### config.mk
export PLATFORM = sky130hd
export DESIGN_NAME = psr_ram
export DESIGN_NICKNAME = d
export VERILOG_FILES = /design/src/assert_macros.svh /design/src/psr_ram.sv
export SDC_FILE = /design/constraint.sdc
export NUM_CORES = 2
export LEC_CHECK = 0
export BUFFER_PORTS_ARGS = -buffer_cell sky130_fd_sc_hd__buf_2
export CAP_MARGIN = 30
export CORE_MARGIN = 4
export CORE_UTILIZATION = 52
export DETAILED_ROUTE_END_ITERATION = 6
export GPL_TIMING_DRIVEN = 0
export HOLD_SLACK_MARGIN = 0.05
export PLACE_DENSITY = 0.64
export SYNTH_ARGS = -nofsm -noshare
export SYNTH_HDL_FRONTEND = slang
export SYNTH_SLANG_ARGS = --single-unit
### constraint.sdc
create_clock -name clk -period 5.45 [get_ports clk]
set_input_delay 0.545 -clock clk [delete_from_list [all_inputs] [get_ports clk]]
set_output_delay 0.545 -clock clk [all_outputs]
set_load 0.01 [all_outputs]
### src/assert_macros.svh
// ----------------------------------------------------------------------------
// Assertion macros
// Shared concurrent assertion forms, clocked on clk and held off during rst.
// ----------------------------------------------------------------------------
`ifndef ASSERT_MACROS_SVH
`define ASSERT_MACROS_SVH

// Property must hold at every edge outside reset.
`define PSR_ASSERT(lbl, prop, msg) \
  lbl: assert property (@(posedge clk) disable iff (rst) prop) else $error(msg);

// Condition must never be true at an edge outside reset.
`define PSR_NEVER(lbl, cond, msg) \
  lbl: assert property (@(posedge clk) disable iff (rst) !(cond)) else $error(msg);

`endif

### src/psr_ram.sv
// ----------------------------------------------------------------------------
// psr_ram
// Generic single-write, single-read RAM with registered read data.
// ----------------------------------------------------------------------------
module psr_ram #(
  parameter int WIDTH = 18,
  parameter int DEPTH = 153
) (
  input  logic                     clk,
  input  logic                     we,
  input  logic [$clog2(DEPTH)-1:0] waddr,
  input  logic [WIDTH-1:0]         wdata,
  input  logic                     re,
  input  logic [$clog2(DEPTH)-1:0] raddr,
  output logic [WIDTH-1:0]         rdata
);

  logic [WIDTH-1:0] mem [DEPTH];

  // Write port
  always_ff @(posedge clk) begin
    if (we) begin
      mem[waddr] <= wdata;
    end
  end

  // Registered read port
  always_ff @(posedge clk) begin
    if (re) begin
      rdata <= mem[raddr];
    end
  end

endmodule

==> results_dict.tcl <==
set metrics [dict create \
    dp.cells 7761 \
    worst_slew_margin_rel_pct 26.5 \
    pin_count 55 \
    drt_iter0_drc 12200 \
    critPathLaunchType "primary input" \
    areaGrowthSynthToFinish_pct 16.6 \
    wl_per_cell_um 46.4 \
    io_buffer_count 51 \
    tightest_slew_ps 1100 \
    core_area_um2 203000 \
    clk_pin_slew_ps 60 \
    cp_cell_sequence "buf_2 -> buf_2 -> buf_4 -> buf_2 -> buf_2 -> clkbuf_4 -> clkbuf_2 -> nand4_1 -> nand3_1 -> nand3_1 -> a31oi_1" \
    synthArstFlopShare_pct 0 \
    first_pass_iters 6 \
    min_path_type "in2reg" \
    drtAntennaViolNets 0 \
    gp_congestion 1.01 \
    grt_util_all_layers_pct 36.6 \
    post-route-period-util_pct 106 \
    fin_skew_ps 47.5 \
    synth_nets 4839 \
    fmax_mhz 174 \
    period_needed_ps 5750 \
    htreeDepth 5 \
    clockRootBuffer "clkbuf_16" \
    hold_viol_final 0 \
    drc 0 \
    setup_slack_ps -300 \
    place_area_um2 115000 \
    max_stage_delay_ps 810 \
    tns_ps -593 \
    setup.worst_path.class "in2reg" \
    p_leak_nw 39.4 \
    report.final.slew_viol_count 0 \
    cp-end-kind "register" \
    die_h_um 461 \
    initial_utilization_pct 52.5 \
    cp_num_cells 11 \
    row_count 165 \
    yosys_warnings 0 \
    ys_seq_area_share_pct 78.0 \
    drive_gt1_share_pct 30.1 \
    postCtsSetupBuffers 0 \
    hold_depth 1 \
    finalPower_mw 45.6 \
    crit_top_cell "buf_2" \
    tritoncts "done" \
    die_x_um 461 \
    path_buf_inv 7 \
    routed_wl_mm 386 \
    yosysUniqueCellTypes 60 \
    syn_inst 4802 \
    vias 59000 \
    grt_max_degree 118 \
    finalInstanceArea_um2 124000 \
    fill_cells 14000 \
    switching_power_mw 10.3 \
    viasPerCell 7.10 \
    cp_data_required_time_ps 6110 \
    critical-path-top-delay-family "buffers and inverters" \
    dieArea_um2 212000 \
    syn-cell-area_um2 107000 \
    first_global_vias 55800 \
    clockPowerShare_pct 41.7 \
    hpwl_mm 261 \
    layout.cells.non_filler 8315 \
    clk_latency_ps 940 \
    grt_pass1_wl_mm 508 \
    synth-seq-cells 2772 \
    violations "setup timing" \
    p_comb_share_pct 6.6 \
    setup_violations 2 \
    crit_arrival_ps 6410 \
    p_seq_share_pct 51.6 \
    cts_buffer_depth 4 \
    p_int_mw 35.3 \
    grt_overflow_total 0 \
    path_max_fanout 10 \
    pre_cts_slack_ps -939 \
    synthFlopType "edfxtp_1" \
    cts_buffers 300 \
    timing.hold.ws_ps 74.7 \
    power_density_nw_per_um2 367 \
    fin_util_pct 61.2 \
    cp_slowest_cell "buf_2" \
    synth_edf_count 2772 \
    synth.avg_cell_area_um2 22.2 \
    status "complete, but fails checks" \
    rsz0062_at_grt "no" \
    reg2regPathDepth 6 \
    maxCapViolations 0 \
    clock-sinks 2772 \
    antenna_found_initial 35 \
    final_nets 5442 \
    ir_drop_uv 324 \
    swShare_pct 22.7 \
]
==> final cells by class <==
class | instances | area (µm²) | area share (%)
Clock buffer | 380 | 8020 | 6.45
Inverter | 5 | 18.8 | 0.0151
Antenna cell | 25 | 62.6 | 0.0503
Tap cell | 2672 | 3340 | 2.69
Timing Repair Buffer | 301 | 4810 | 3.87
Sequential cell | 2772 | 83200 | 67.0
Multi-Input combinational cell | 1760 | 22300 | 18.0
Clock inverter | 135 | 900 | 0.724
Buffer | 265 | 1600 | 1.29
==> kinds of logic (layout without fill, tap and decap cells) <==
| kind of cell | count (synthesis) | after routing | share of synthesized area, % |
|---|---|---|---|
| compound gates | 379 | 379 | 2.47 |
| buf+inv | 270 | 1086 | 1.48 |
| flops | 2772 | 2772 | 78.0 |
| mux | 866 | 866 | 15.9 |
| other cells | 0 | 25 | 0 |
| simple gates | 515 | 515 | 2.11 |
==> state kept, by name, summed over array words and instances (netlist names) <==
register  cells
mem        2754
rdata        18
==> repair_timing <==
| action | 4_1_cts | 5_1_grt |
|---|---|---|
| endpoints found under the setup margin | 0 | 1 |
| endpoints found under the hold margin | 142 | 0 |
| gates resized for setup | 0 | 1 |
| hold buffers | 7 | 0 |
==> synth_stat cells, types with 7 or more instances <==
master | instances | area, µm²
a221oi_1 | 12 | 105
a31oi_1 | 11 | 68.8
edfxtp_1 | 2772 | 83200
nand2_1 | 128 | 480
and3_1 | 11 | 68.8
nor2b_1 | 32 | 200
nor3_1 | 19 | 95.1
and2_1 | 18 | 113
a21oi_1 | 60 | 300
a211o_1 | 7 | 61.3
o221ai_1 | 45 | 394
nand2b_1 | 9 | 56.3
o211ai_1 | 19 | 143
mux2_2 | 17 | 191
buf_6 | 40 | 450
a2111oi_0 | 14 | 123
nand3_1 | 33 | 165
clkbuf_1 | 98 | 368
o21ai_0 | 32 | 160
nor2_1 | 237 | 890
mux4_2 | 660 | 14900
a22o_1 | 10 | 87.6
mux2i_1 | 185 | 1850
a22oi_1 | 26 | 195
a211oi_1 | 34 | 255
o22ai_1 | 71 | 444
buf_2 | 61 | 305
buf_4 | 43 | 323
buf_1 | 21 | 78.8
o21ai_1 | 10 | 50.1
==> routing by layer <==
layer	routed length, µm	GRT usage [%]
met1	131000	48.3
met2	161000	49.8
met3	61000	15.2
met4	32600	24.4
met5	347	0.941
==> power by group through the flow <==
stage	Combinational (mW)	Sequential [mW]	Clock [mW]
final	3.03	23.5	19.0
after global routing	3.00	23.5	20.0
after CTS	2.89	23.5	19.1
after detailed placement	2.88	24.0	0
after global placement	2.69	24.0	0
after floorplan	1.15	24.0	0
==> placed cells by master (no fill, tap or decap), types with 18 or more instances in the layout <==
| cell | Yosys | layout |
|---|---|---|
| a21oi_1 | 60 | 60 |
| o221ai_1 | 45 | 45 |
| diode_2 | 0 | 25 |
| o21ai_0 | 32 | 32 |
| a211oi_1 | 34 | 34 |
| and2_1 | 18 | 18 |
| mux4_2 | 660 | 660 |
| o22ai_1 | 71 | 71 |
| buf_8 | 2 | 125 |
| buf_2 | 61 | 109 |
| nand3_1 | 33 | 31 |
| nor2b_1 | 32 | 32 |
| clkinv_2 | 0 | 46 |
| edfxtp_1 | 2772 | 2772 |
| nor2_1 | 237 | 87 |
| clkinv_1 | 1 | 70 |
| buf_16 | 0 | 77 |
| buf_4 | 43 | 54 |
| a22oi_1 | 26 | 26 |
| nand2_1 | 128 | 128 |
| nor2_2 | 0 | 139 |
| o211ai_1 | 19 | 19 |
| clkbuf_16 | 0 | 310 |
| clkbuf_2 | 0 | 27 |
| clkbuf_1 | 98 | 142 |
| mux2i_1 | 185 | 185 |
| buf_6 | 40 | 74 |
==> path summary, 6_finish.rpt <==
check             slack (ps)          from     endpoint
setup reg to reg        1630   mem[31][17]    rdata[17]
hold / removal            70      wdata[2]  mem[139][2]
setup / recovery        -300      raddr[2]     rdata[1]
hold reg to reg          930  mem[152][13]    rdata[13]
Note: power is estimated with default switching activity, not from simulation.
