`src/assert_macros.svh`:
```
// ----------------------------------------------------------------------------
// Assertion macros
// Shared concurrent assertion forms, clocked on clk and held off during rst.
// ----------------------------------------------------------------------------
`ifndef ASSERT_MACROS_SVH
`define ASSERT_MACROS_SVH

// Property must hold at every edge outside reset.
`define PSR_ASSERT(lbl, prop, msg) \
  lbl: assert property (@(posedge clk) disable iff (rst) prop) else $error(msg);

// Condition must never be true at an edge outside reset.
`define PSR_NEVER(lbl, cond, msg) \
  lbl: assert property (@(posedge clk) disable iff (rst) !(cond)) else $error(msg);

`endif

```
`src/psr_pkg.sv`:
```
// ----------------------------------------------------------------------------
// psr_pkg
// Constants and types shared by the stereo polyphase resampler modules.
// ----------------------------------------------------------------------------
package psr_pkg;

  // Filter geometry
  localparam int HALF_TAPS  = 8;
  localparam int MAX_UP     = 16;
  localparam int TAPS       = 2 * HALF_TAPS + 1;
  localparam int BRANCH_LEN = HALF_TAPS + 1;
  localparam int COEF_DEPTH = (MAX_UP + 1) * BRANCH_LEN;

  // Field widths
  localparam int SAMPLE_W   = 24;
  localparam int COEF_W     = 18;
  localparam int OUT_W      = 16;
  localparam int IDX_W      = 8;
  localparam int UP_W       = 5;
  localparam int DOWN_W     = 12;
  localparam int PHASE_W    = 13;
  localparam int FRAC_BITS  = 17;

  // Derived widths
  localparam int COEF_AW    = $clog2(COEF_DEPTH);
  localparam int TAP_W      = $clog2(TAPS);
  localparam int BR_W       = $clog2(MAX_UP + 1);
  localparam int PROD_W     = SAMPLE_W + COEF_W;
  localparam int ACC_W      = PROD_W + $clog2(TAPS);

  // Configuration port
  localparam int CFG_IDX_W  = 1;
  localparam int CFG_DATA_W = DOWN_W;
  localparam logic [CFG_IDX_W-1:0] REG_UP   = 1'd0;
  localparam logic [CFG_IDX_W-1:0] REG_DOWN = 1'd1;

  // Input beat kinds
  localparam logic MODE_COEF   = 1'b0;
  localparam logic MODE_SAMPLE = 1'b1;

  // Sequencer states
  typedef enum logic [4:0] {
    ST_IDLE  = 5'b00001,
    ST_CHECK = 5'b00010,
    ST_RUN   = 5'b00100,
    ST_DRAIN = 5'b01000,
    ST_EMIT  = 5'b10000
  } psr_state_t;

  // Per-cycle lane control from the sequencer
  typedef struct packed {
    logic clear;
    logic mul_en;
    logic acc_en;
  } lane_ctrl_t;

endpackage

```
`src/psr_lane.sv`:
```
// ----------------------------------------------------------------------------
// psr_lane
// One channel MAC lane: registered 24x18 product, then accumulate.
// ----------------------------------------------------------------------------
module psr_lane (
  input  logic                                clk,
  input  psr_pkg::lane_ctrl_t                 ctrl,
  input  logic signed [psr_pkg::COEF_W-1:0]   coef,
  input  logic signed [psr_pkg::SAMPLE_W-1:0] sample,
  output logic signed [psr_pkg::ACC_W-1:0]    acc
);
  import psr_pkg::*;

  logic signed [PROD_W-1:0] prod;

  // Multiply stage
  always_ff @(posedge clk) begin
    if (ctrl.mul_en) begin
      prod <= coef * sample;
    end
  end

  // Accumulate stage; clear starts a new output
  always_ff @(posedge clk) begin
    if (ctrl.clear) begin
      acc <= '0;
    end else if (ctrl.acc_en) begin
      acc <= acc + ACC_W'(prod);
    end
  end

endmodule

```
`config.mk`:
```
export PLATFORM = sky130hd
export DESIGN_NAME = psr_lane
export DESIGN_NICKNAME = d
export VERILOG_FILES = /design/src/assert_macros.svh /design/src/psr_pkg.sv /design/src/psr_lane.sv
export SDC_FILE = /design/constraint.sdc
export NUM_CORES = 1
export LEC_CHECK = 0
export ABC_AREA = 1
export BUFFER_PORTS_ARGS = -buffer_cell sky130_fd_sc_hd__buf_2
export CAP_MARGIN = 20
export CORE_MARGIN = 3
export CORE_UTILIZATION = 50
export CTS_CLUSTER_SIZE = 12
export DETAILED_ROUTE_END_ITERATION = 16
export PLACE_DENSITY_LB_ADDON = 0.1
export SLEW_MARGIN = 20
export SYNTH_ARGS = -nofsm -noshare
export SYNTH_HDL_FRONTEND = slang
export SYNTH_SLANG_ARGS = --single-unit
```
`constraint.sdc`:
```
create_clock -name clk -period 6.1 [get_ports clk]
set_input_delay 1.22 -clock clk [delete_from_list [all_inputs] [get_ports clk]]
set_output_delay 1.22 -clock clk [all_outputs]
set_load 0.1 [all_outputs]
```
==> summary.log <==
[synth] count of synthesis-stage warnings from yosys 0
[global_route] number of antenna violations at the first check in global routing 0
[global_route] Remaining Overflow, GRT 0
[synth] count of different cell masters after synthesis 37
[floorplanning] Floorplan Core Area 44,800 µm²
[detailed_routing] vias per cell 5.08
[synth] Post-Synthesis Cell Area 22,900 µm²
[layout] area delta synth->final 26.0%
[synth] number of register bits inferred by synthesis 89
[setup_path] type of destination of the critical path flop
[timing] final hold violation count 0
[global_route] met2 GRT Util 53.2%
[setup_path] largest fanout on the critical path 6
[placement] half-perimeter wire length after detailed placement 60,000 µm
[layout] utilization after layout 64.6%
[flow_run] MaxCap Viol Count 0
[global_route] vias in the first global route 21,600
[synth] share of synthesized registers carrying an async set or reset 0%
[synth] number of flops mapped to enable cells by yosys 42
[layout] antenna diode count 0
[synth] Seq/Total Area, Yosys 9.60%
[setup_path] origin of the critical flop-to-flop path acc[0]
[clock_tree] cts bufs inserted 9
[setup_path] worst setup path startpoint sample[23]
[floorplanning] number of ports placed on the die boundary 93
[placement] weighted congestion at the end of routability-driven global placement 0.963
[global_route] global routing met3 resource utilization 2.10%
[global_route] global router's overall resource usage 29.6%
[timing] Tcrit/Tclk final 102%
[timing] PnR worst setup slack -0.139 ns
[floorplanning] Die ar. 48,500 µm²
[clock_tree] buffer depth of the longest clock path 2
[layout] final-stage net count 4,108
[setup_path] category of the worst setup path launch point input port
[layout] most common cell after layout, fill and taps aside sky130_fd_sc_hd__inv_1
[setup_path] worst endpoint required time 6.22 ns
[detailed_routing] Routed Antenna Nets 0
[placement] placed instance area 26,400 µm²
[hold_path] Hold/Removal Path Class reg2reg
[detailed_routing] drt drc 0
[timing] setup repair after global routing missed its margin yes
[synth] Primary FF master, synth sky130_fd_sc_hd__dfxtp_1
[status] status complete, but fails checks
[timing] final worst path period need 6.24 ns
[timing] total of endpoints with negative setup slack in the final report 6
[floorplanning] Die Y-Extent 220 µm
[setup_path] category of the most critical setup path in2reg
[placement] pre-CTS worst setup slack -0.857 ns
[global_route] wire length of the first global-routing pass 112,000 µm
[floorplanning] Site Rows 77
[floorplanning] starting density of the core 51.2%
[clock_tree] root buf cell sky130_fd_sc_hd__clkbuf_16
[clock_tree] Clock Latency Late Sink 0.36 ns
[clock_tree] Reg clk slew, reported paths 0.08 ns
[detailed_routing] Total Wirelength 71,200 µm
[synth] Synth Instances 3,155
[layout] layout cell share with drive strength beyond 1 21.4%
[detailed_routing] DR vias 20,700
[clock_tree] H-Tree Depth 3
[floorplanning] die width 220 µm
[timing] maximum operating frequency 160 MHz
[timing] final slew viol count 0
[detailed_routing] number of detailed-route iterations in the first pass 7
[global_route] global routing met1 resource utilization 38.8%
[timing] transition time at the pin with the least slew margin 1.01 ns
[setup_path] data arrival at the endpoint of the critical path 6.36 ns
[layout] post-route standard cell area excluding fillers 28,900 µm²
[timing] Final Skew 0.0116 ns
[synth] Post-Synthesis Net Count 3,778
[detailed_routing] average wire length per cell after detail routing 17.5 µm
[timing] tightest slew margin relative to the limit 32.5%
[clock_tree] TritonCTS clock tree yes
[hold_path] min-delay src acc[0]
[status] failing checks negative setup slack
[layout] highest-count cells in the layout ignoring fill and taps 846 x sky130_fd_sc_hd__inv_1, 762 x sky130_fd_sc_hd__nand2_1, 405 x sky130_fd_sc_hd__fa_1
[clock_tree] clock net sink count 89
[synth] Mean Syn Cell Area 7.27 µm²
[detailed_routing] first-iteration detailed-routing DRC count 1,249
[global_route] pin count of the biggest net entering global routing 64
[placement] PortBufs 92
[global_route] grt peak-use layer met2
cell families after synthesis:
family | share of synthesized area (%)
buf+inv | 16.3
flops | 9.60
compound gates | 5.39
xor+xnor | 2.29
fa+ha+maj | 45.4
simple gates | 21.0
cell type report:
type / instances / area, µm²
clock buffer: 9 / 225
clock inverter: 7 / 77.6
fill: 4028 / 15900
inverter: 891 / 3360
multi-input combinational: 2076 / 18600
sequential: 89 / 2200
tap: 592 / 741
timing repair buffer: 418 / 3740
synthesized netlist by cell type (all sizes together) (2+ instances only):
library cell	instances	share of area, %
dfxtp	47	4.1
edfxtp	42	5.5
nand3	84	1.9
buf	3	0.10
nor4	2	0.055
a31oi	5	0.14
a21oi	102	2.3
or2	5	0.14
nor2	264	4.4
ha	151	8.2
o21ai	75	1.7
nand3b	2	0.065
o21bai	21	0.69
a211oi	4	0.13
nand2	821	13
inv	891	15
clkbuf	96	1.6
and2	2	0.055
a21o	13	0.43
xor2	40	1.5
nor3	14	0.33
nand4	22	0.60
xnor2	20	0.76
fa	426	37
per-layer routing:
layer / wire length [µm] / up-vias
met5: 0 / -
met4: 2000 / 0
met3: 3380 / 113
met2: 35900 / 622
met1: 29900 / 10200
li1: - / 9774
worst max-delay path, cell delays in order:
cell and delay, ns:
sky130_fd_sc_hd__buf_8 0.11, sky130_fd_sc_hd__buf_12 0.14, sky130_fd_sc_hd__buf_12 0.14, sky130_fd_sc_hd__nand2_4 0.07, sky130_fd_sc_hd__inv_4 0.03, sky130_fd_sc_hd__fa_2 0.54, sky130_fd_sc_hd__buf_6 0.16, sky130_fd_sc_hd__fa_1 0.47
sky130_fd_sc_hd__inv_1 0.05, sky130_fd_sc_hd__fa_1 0.48, sky130_fd_sc_hd__inv_1 0.06, sky130_fd_sc_hd__fa_1 0.48, sky130_fd_sc_hd__fa_1 0.53, sky130_fd_sc_hd__fa_1 0.61, sky130_fd_sc_hd__ha_4 0.22, sky130_fd_sc_hd__buf_6 0.13
sky130_fd_sc_hd__buf_4 0.14, sky130_fd_sc_hd__a31oi_4 0.19, sky130_fd_sc_hd__buf_4 0.14, sky130_fd_sc_hd__o21ai_2 0.06, sky130_fd_sc_hd__a21oi_2 0.13, sky130_fd_sc_hd__nand3_2 0.10, sky130_fd_sc_hd__xor2_1 0.15
worst paths after layout:
path                            endpoint  slack, ns  cells after the start
worst min register to register    acc[0]       0.51                      2
worst max-delay path            prod[40]      -0.14                     23
worst max register to register   acc[32]       3.50                     13
worst min-delay path              acc[0]       0.51                      2
metrics by stage:
step	cells	hold WS, ns	setup TNS (ns)
after CTS	4052	0.523	-0.394
after global placement	4018	0.464	-15.39
after floorplan	3155	0.604	-0.138
after global routing	4082	0.540	-3.03
after detailed placement	4018	0.514	-16.79
final	4082	0.512	-0.577
flip-flops by register name (all words and copies together), names as in the netlist:
| signal | count |
|---|---|
| acc | 47 |
| prod | 42 |
repair_timing:
item / CTS / global route
hold buffers: 0 / 0
endpoints found under the setup margin: 26 / 28
pin swaps: 60 / 131
gates cloned: 1 / 3
gates resized for setup: 173 / 286
buffers inserted: 17 / 28
Power is left out: the tool's default activity adds up to more than one toggle a clock period on the data nets, which glitch-free logic cannot reach.
