`src/assert_macros.svh`:
```
// ----------------------------------------------------------------------------
// Assertion macros
// Shared concurrent assertion forms, clocked on clk and held off during rst.
// ----------------------------------------------------------------------------
`ifndef ASSERT_MACROS_SVH
`define ASSERT_MACROS_SVH

// Property must hold at every edge outside reset.
`define PSR_ASSERT(lbl, prop, msg) \
  lbl: assert property (@(posedge clk) disable iff (rst) prop) else $error(msg);

// Condition must never be true at an edge outside reset.
`define PSR_NEVER(lbl, cond, msg) \
  lbl: assert property (@(posedge clk) disable iff (rst) !(cond)) else $error(msg);

`endif

```
`src/psr_pkg.sv`:
```
// ----------------------------------------------------------------------------
// psr_pkg
// Constants and types shared by the stereo polyphase resampler modules.
// ----------------------------------------------------------------------------
package psr_pkg;

  // Filter geometry
  localparam int HALF_TAPS  = 8;
  localparam int MAX_UP     = 16;
  localparam int TAPS       = 2 * HALF_TAPS + 1;
  localparam int BRANCH_LEN = HALF_TAPS + 1;
  localparam int COEF_DEPTH = (MAX_UP + 1) * BRANCH_LEN;

  // Field widths
  localparam int SAMPLE_W   = 24;
  localparam int COEF_W     = 18;
  localparam int OUT_W      = 16;
  localparam int IDX_W      = 8;
  localparam int UP_W       = 5;
  localparam int DOWN_W     = 12;
  localparam int PHASE_W    = 13;
  localparam int FRAC_BITS  = 17;

  // Derived widths
  localparam int COEF_AW    = $clog2(COEF_DEPTH);
  localparam int TAP_W      = $clog2(TAPS);
  localparam int BR_W       = $clog2(MAX_UP + 1);
  localparam int PROD_W     = SAMPLE_W + COEF_W;
  localparam int ACC_W      = PROD_W + $clog2(TAPS);

  // Configuration port
  localparam int CFG_IDX_W  = 1;
  localparam int CFG_DATA_W = DOWN_W;
  localparam logic [CFG_IDX_W-1:0] REG_UP   = 1'd0;
  localparam logic [CFG_IDX_W-1:0] REG_DOWN = 1'd1;

  // Input beat kinds
  localparam logic MODE_COEF   = 1'b0;
  localparam logic MODE_SAMPLE = 1'b1;

  // Sequencer states
  typedef enum logic [4:0] {
    ST_IDLE  = 5'b00001,
    ST_CHECK = 5'b00010,
    ST_RUN   = 5'b00100,
    ST_DRAIN = 5'b01000,
    ST_EMIT  = 5'b10000
  } psr_state_t;

  // Per-cycle lane control from the sequencer
  typedef struct packed {
    logic clear;
    logic mul_en;
    logic acc_en;
  } lane_ctrl_t;

endpackage

```
`src/psr_merge.sv`:
```
// ----------------------------------------------------------------------------
// psr_merge
// Merges both lane sums into one output beat: round toward zero, saturate,
// and hold it in the output register until taken.
// ----------------------------------------------------------------------------
module psr_merge (
  input  logic                               clk,
  input  logic                               rst,
  input  logic                               load,
  input  logic signed [psr_pkg::ACC_W-1:0]   acc_l,
  input  logic signed [psr_pkg::ACC_W-1:0]   acc_r,
  input  logic                               last,
  output logic                               slot_free,
  output logic                               out_valid,
  input  logic                               out_ready,
  output logic signed [psr_pkg::OUT_W-1:0]   left_out,
  output logic signed [psr_pkg::OUT_W-1:0]   right_out,
  output logic                               last_in_run
);
  import psr_pkg::*;

  localparam int Q_W = ACC_W - FRAC_BITS;

  // Drop fraction toward zero, clamp to the output range
  function automatic logic signed [OUT_W-1:0] finish(input logic signed [ACC_W-1:0] a);
    logic signed [ACC_W-1:0] biased;
    logic signed [Q_W-1:0]   q;
    biased = a + (a[ACC_W-1] ? ACC_W'((1 << FRAC_BITS) - 1) : ACC_W'(0));
    q      = Q_W'(biased >>> FRAC_BITS);
    if (q > Q_W'((1 << (OUT_W - 1)) - 1)) begin
      finish = {1'b0, {(OUT_W-1){1'b1}}};
    end else if (q < -Q_W'(1 << (OUT_W - 1))) begin
      finish = {1'b1, {(OUT_W-1){1'b0}}};
    end else begin
      finish = OUT_W'(q);
    end
  endfunction

  assign slot_free = !out_valid || out_ready;

  // Output beat valid
  always_ff @(posedge clk) begin
    if (rst) begin
      out_valid <= 1'b0;
    end else if (load) begin
      out_valid <= 1'b1;
    end else if (out_ready) begin
      out_valid <= 1'b0;
    end
  end

  // Output payload
  always_ff @(posedge clk) begin
    if (load) begin
      left_out    <= finish(acc_l);
      right_out   <= finish(acc_r);
      last_in_run <= last;
    end
  end

endmodule

```
`config.mk`:
```
export PLATFORM = sky130hd
export DESIGN_NAME = psr_merge
export DESIGN_NICKNAME = d
export VERILOG_FILES = /design/src/assert_macros.svh /design/src/psr_pkg.sv /design/src/psr_merge.sv
export SDC_FILE = /design/constraint.sdc
export NUM_CORES = 1
export LEC_CHECK = 0
export ABC_AREA = 1
export BUFFER_PORTS_ARGS = -buffer_cell sky130_fd_sc_hd__buf_2
export CAP_MARGIN = 20
export CORE_UTILIZATION = 25
export CTS_CLUSTER_SIZE = 8
export DETAILED_ROUTE_END_ITERATION = 8
export SETUP_SLACK_MARGIN = 0.4
export SLEW_MARGIN = 20
export SYNTH_ARGS = -nofsm -noshare
export SYNTH_HDL_FRONTEND = slang
export SYNTH_SLANG_ARGS = --single-unit
export TNS_END_PERCENT = 1
```
`constraint.sdc`:
```
create_clock -name clk -period 2.3 [get_ports clk]
set_input_delay 0.23 -clock clk [delete_from_list [all_inputs] [get_ports clk]]
set_output_delay 0.23 -clock clk [all_outputs]
set_load 0.05 [all_outputs]
```
==> flow_metrics.tcl <==
set metrics [dict create \
    run_status "finished with violations" \
    violations "setup timing" \
    finalNetCount 1561 \
    synthAdderAreaFrac 0.0667 \
    ioPinCount 134 \
    route.vias.total 7718 \
    cts_made_buffers 5 \
    synth_area_um2 6000 \
    final-seq-area_um2 1010 \
    synth-simple-area-share 0.567 \
    power.switching_w 0.00127 \
    p_int_w 0.00189 \
    cts.path.max_buffers 2 \
    grt_pass1_vias 7270 \
    crit_fanout 8 \
    clkPwrFrac 0.243 \
    worst_setup_path_end_kind "flop" \
    clk_pin_slew_ns 0.05 \
    dp_hpwl_um 18600 \
    syn_area_per_cell_um2 5.25 \
    setup_violations 15 \
    power.density_nw_per_um2 332 \
    num_rows 56 \
    start_util 0.255 \
    hold_viol_final 0 \
    numPlacedInstances 1717 \
    layout_min_cycle_time_ns 2.32 \
    cp_slowest_cell "ha_4" \
    grt_max_degree 35 \
    synth_compound_area_frac 0.0319 \
    worst_slew_pin_slew_ns 0.794 \
    reg2reg_setup_slack_ns 1.75 \
    maxCapViolCount 0 \
    track_usage 0.181 \
    seq_area_frac_synth 0.168 \
    slew_violations 0 \
    nFillCells 2547 \
    holdBufCountCts 0 \
    cp-start-kind "input port" \
    cpMostUsedCell "nand2_1" \
    ys_warn_count 0 \
    p_sw_frac 0.402 \
    muxShareOfSynthArea 0 \
    finalClockSkew_ns 0 \
    ys_ff_latch 34 \
    die_h_um 157 \
    vdd.ir_drop.worst_mv 0.289 \
    cts_tree "done" \
    drc_errors 0 \
    rr_worst_depth 2 \
    r2r-end "out_valid$_SDFFE_PP0P_" \
    maxSlewHeadroom 0.471 \
    power_frac_comb 0.517 \
    grt_pass1_wl_um 35100 \
    clockRootBuffer "clkbuf_16" \
    die_area_um2 24600 \
    timing.final.ws_setup_ns -0.0217 \
    crit_type "input port to flop" \
    clk_latency_ns 0.27 \
    rsz0062_at_grt "yes" \
    max_stage_delay_ns 0.30 \
    core_um2 23500 \
    grt_overflow 0 \
    cts_sinks 34 \
    drt-pass1-iter-count 5 \
    multi_input_area_um2 5250 \
    drtAntennaViolNets 0 \
    area_growth_pct 58.5 \
    hold_path_class "input port to flop" \
    cp.arrival_ns 2.36 \
    synth.distinct_cells 34 \
    synth_top_family_by_area "simple AND/OR/NAND/NOR gates" \
    wl_per_cell_um 13.0 \
    syn-num-nets 1275 \
    syn_inst 1144 \
    gp_congestion 0.913 \
    drive_gt1_frac 0.366 \
    reg2reg_from "out_valid$_SDFFE_PP0P_" \
    fmax_mhz 431 \
    drtIter0Drc 419 \
    antenna_found_initial 1 \
    die_w_um 157 \
    via_per_inst 4.41 \
    p_leak_nw 5.01 \
    drt_wl_total_um 22700 \
    seq_power_share 0.240 \
    hold_path_startpoint "rst" \
    cp.required_ns 2.33 \
    port_buffers 133 \
    cts_max_level 2 \
    critical_path.cell_chain "buf_12, buf_12, ha_4, nand2_4, buf_6, nor2_4, and3_4, nand2_1, nand2_1, nand2_1, nand2_2, inv_2, and2_4, nor2_1, nand2_1, nor2_4, nand2_4, nand2_8, nand2_1" \
    stdcell_count 1751 \
    final.period_utilization 1.01 \
    yosys.area_share.xor_xnor 0.0258 \
    min_delay_path_depth 2 \
    hold-path-endpoint "out_valid$_SDFFE_PP0P_" \
    place_ws_ns -0.551 \
]
==> synthesized netlist by cell type, drive strengths merged <==
| cell | number | area share |
|---|---|---|
| a21boi | 3 | 0.0038 |
| a21oi | 22 | 0.018 |
| a311oi | 1 | 0.0015 |
| a31oi | 2 | 0.0021 |
| and2 | 6 | 0.0063 |
| and3 | 1 | 0.0010 |
| buf | 4 | 0.0083 |
| dfxtp | 1 | 0.0033 |
| edfxtp | 33 | 0.17 |
| ha | 32 | 0.067 |
| inv | 211 | 0.13 |
| nand2 | 500 | 0.32 |
| nand3 | 97 | 0.083 |
| nand3b | 9 | 0.011 |
| nand4 | 14 | 0.015 |
| nor2 | 167 | 0.11 |
| nor3 | 18 | 0.019 |
| o21ai | 3 | 0.0025 |
| o21bai | 3 | 0.0038 |
| or2 | 1 | 0.0010 |
| xnor2 | 5 | 0.0073 |
| xor2 | 11 | 0.019 |
==> layer usage <==
metal  share of wire  global-route usage  vias to the layer above  wire (µm)
li1                -                   -                     4080          -
met1            0.44               0.225                     3435      10100
met2            0.49               0.328                      170      11100
met3           0.049              0.0237                       33       1110
met4           0.019              0.0420                        0        439
met5               0                   0                        -          0
==> worst max path at each step <==
stage	startpoint	to	slack, ns	cells after the start
5_1_grt	acc_l[46]	left_out[6]$_SDFFCE_PN1P_	-0.20	19
2_1_floorplan	acc_r[46]	right_out[10]$_SDFFCE_PN1P_	0.21	18
3_5_place_dp	acc_r[46]	right_out[9]$_SDFFCE_PN1P_	-0.55	19
3_3_place_gp	acc_r[46]	right_out[6]$_SDFFCE_PN1P_	-0.51	19
6_report	acc_r[46]	right_out[5]$_SDFFCE_PN1P_	-0.02	19
4_1_cts	acc_r[46]	right_out[9]$_SDFFCE_PN1P_	-0.001	19
==> cell usage in the layout (no fill, tap or decap), drive strengths merged, types with 14 or more instances in the layout <==
| master | instances |
|---|---|
| nor2 | 167 |
| edfxtp | 33 |
| nand3 | 97 |
| inv | 211 |
| ha | 32 |
| a21oi | 22 |
| nor3 | 18 |
| nand4 | 14 |
| nand2 | 504 |
| buf | 279 |
==> registers in the layout (all words and copies together) (netlist names) <==
signal	count
last_in_run	1
right_out	16
left_out	16
out_valid	1
==> per-stage QoR <==
step / setup TNS (ns) / util / total power, W / cell area, µm² / hold slack [ns]
after global routing: -4.94 / 0.404 / 0.00335 / 9510 / 0.111
after floorplan: 0 / - / 0.00160 / 6420 / 0.299
after CTS: -0.00178 / 0.387 / 0.00305 / 9120 / 0.0932
final: -0.245 / 0.404 / 0.00316 / 9520 / 0.101
after detailed placement: -14.54 / 0.357 / 0.00216 / 8410 / 0.388
after global placement: -13.75 / 0.357 / 0.00214 / 8410 / 0.384
==> area by class of cell <==
cell class,instances,area share
repair buffers,279,0.200
inverters,211,0.0832
multi-input cells,899,0.551
clock inverters,2,0.00394
diodes,1,0.000263
flip-flops and latches,34,0.106
clock buffers,6,0.0135
well taps,319,0.0419
==> cells by family (layout without fill, tap and decap cells) <==
family          Yosys count  count (layout)
buf+inv                 215             498
simple gates            813             817
other cells               0               1
flops                    34              34
fa+ha+maj                32              32
xor+xnor                 16              16
compound gates           34              34
==> power by group through the flow <==
| stage | registers (W) | clock network [W] | logic (W) |
|---|---|---|---|
| floorplan | 0.000958 | 0 | 0.000646 |
| global placement | 0.000771 | 0 | 0.00137 |
| detailed placement | 0.000772 | 0 | 0.00138 |
| CTS | 0.000759 | 0.000781 | 0.00151 |
| global route | 0.000763 | 0.000799 | 0.00179 |
| finish | 0.000758 | 0.000766 | 0.00163 |
==> worst max-delay path, delay by kind of cell <==
kind,cells,cell delay (ns)
adders and majority gates,1,0.30
buffers and inverters,4,0.42
and+or+nand+nor,14,1.40
==> timing repair <==
| item | CTS | global route |
|---|---|---|
| gates resized for setup | 94 | 93 |
| pin swaps | 75 | 60 |
| gates cloned | 4 | 2 |
| buffers inserted | 13 | 6 |
| endpoints found under the setup margin | 31 | 31 |
No activity file was read; power rests on OpenSTA's default activity.
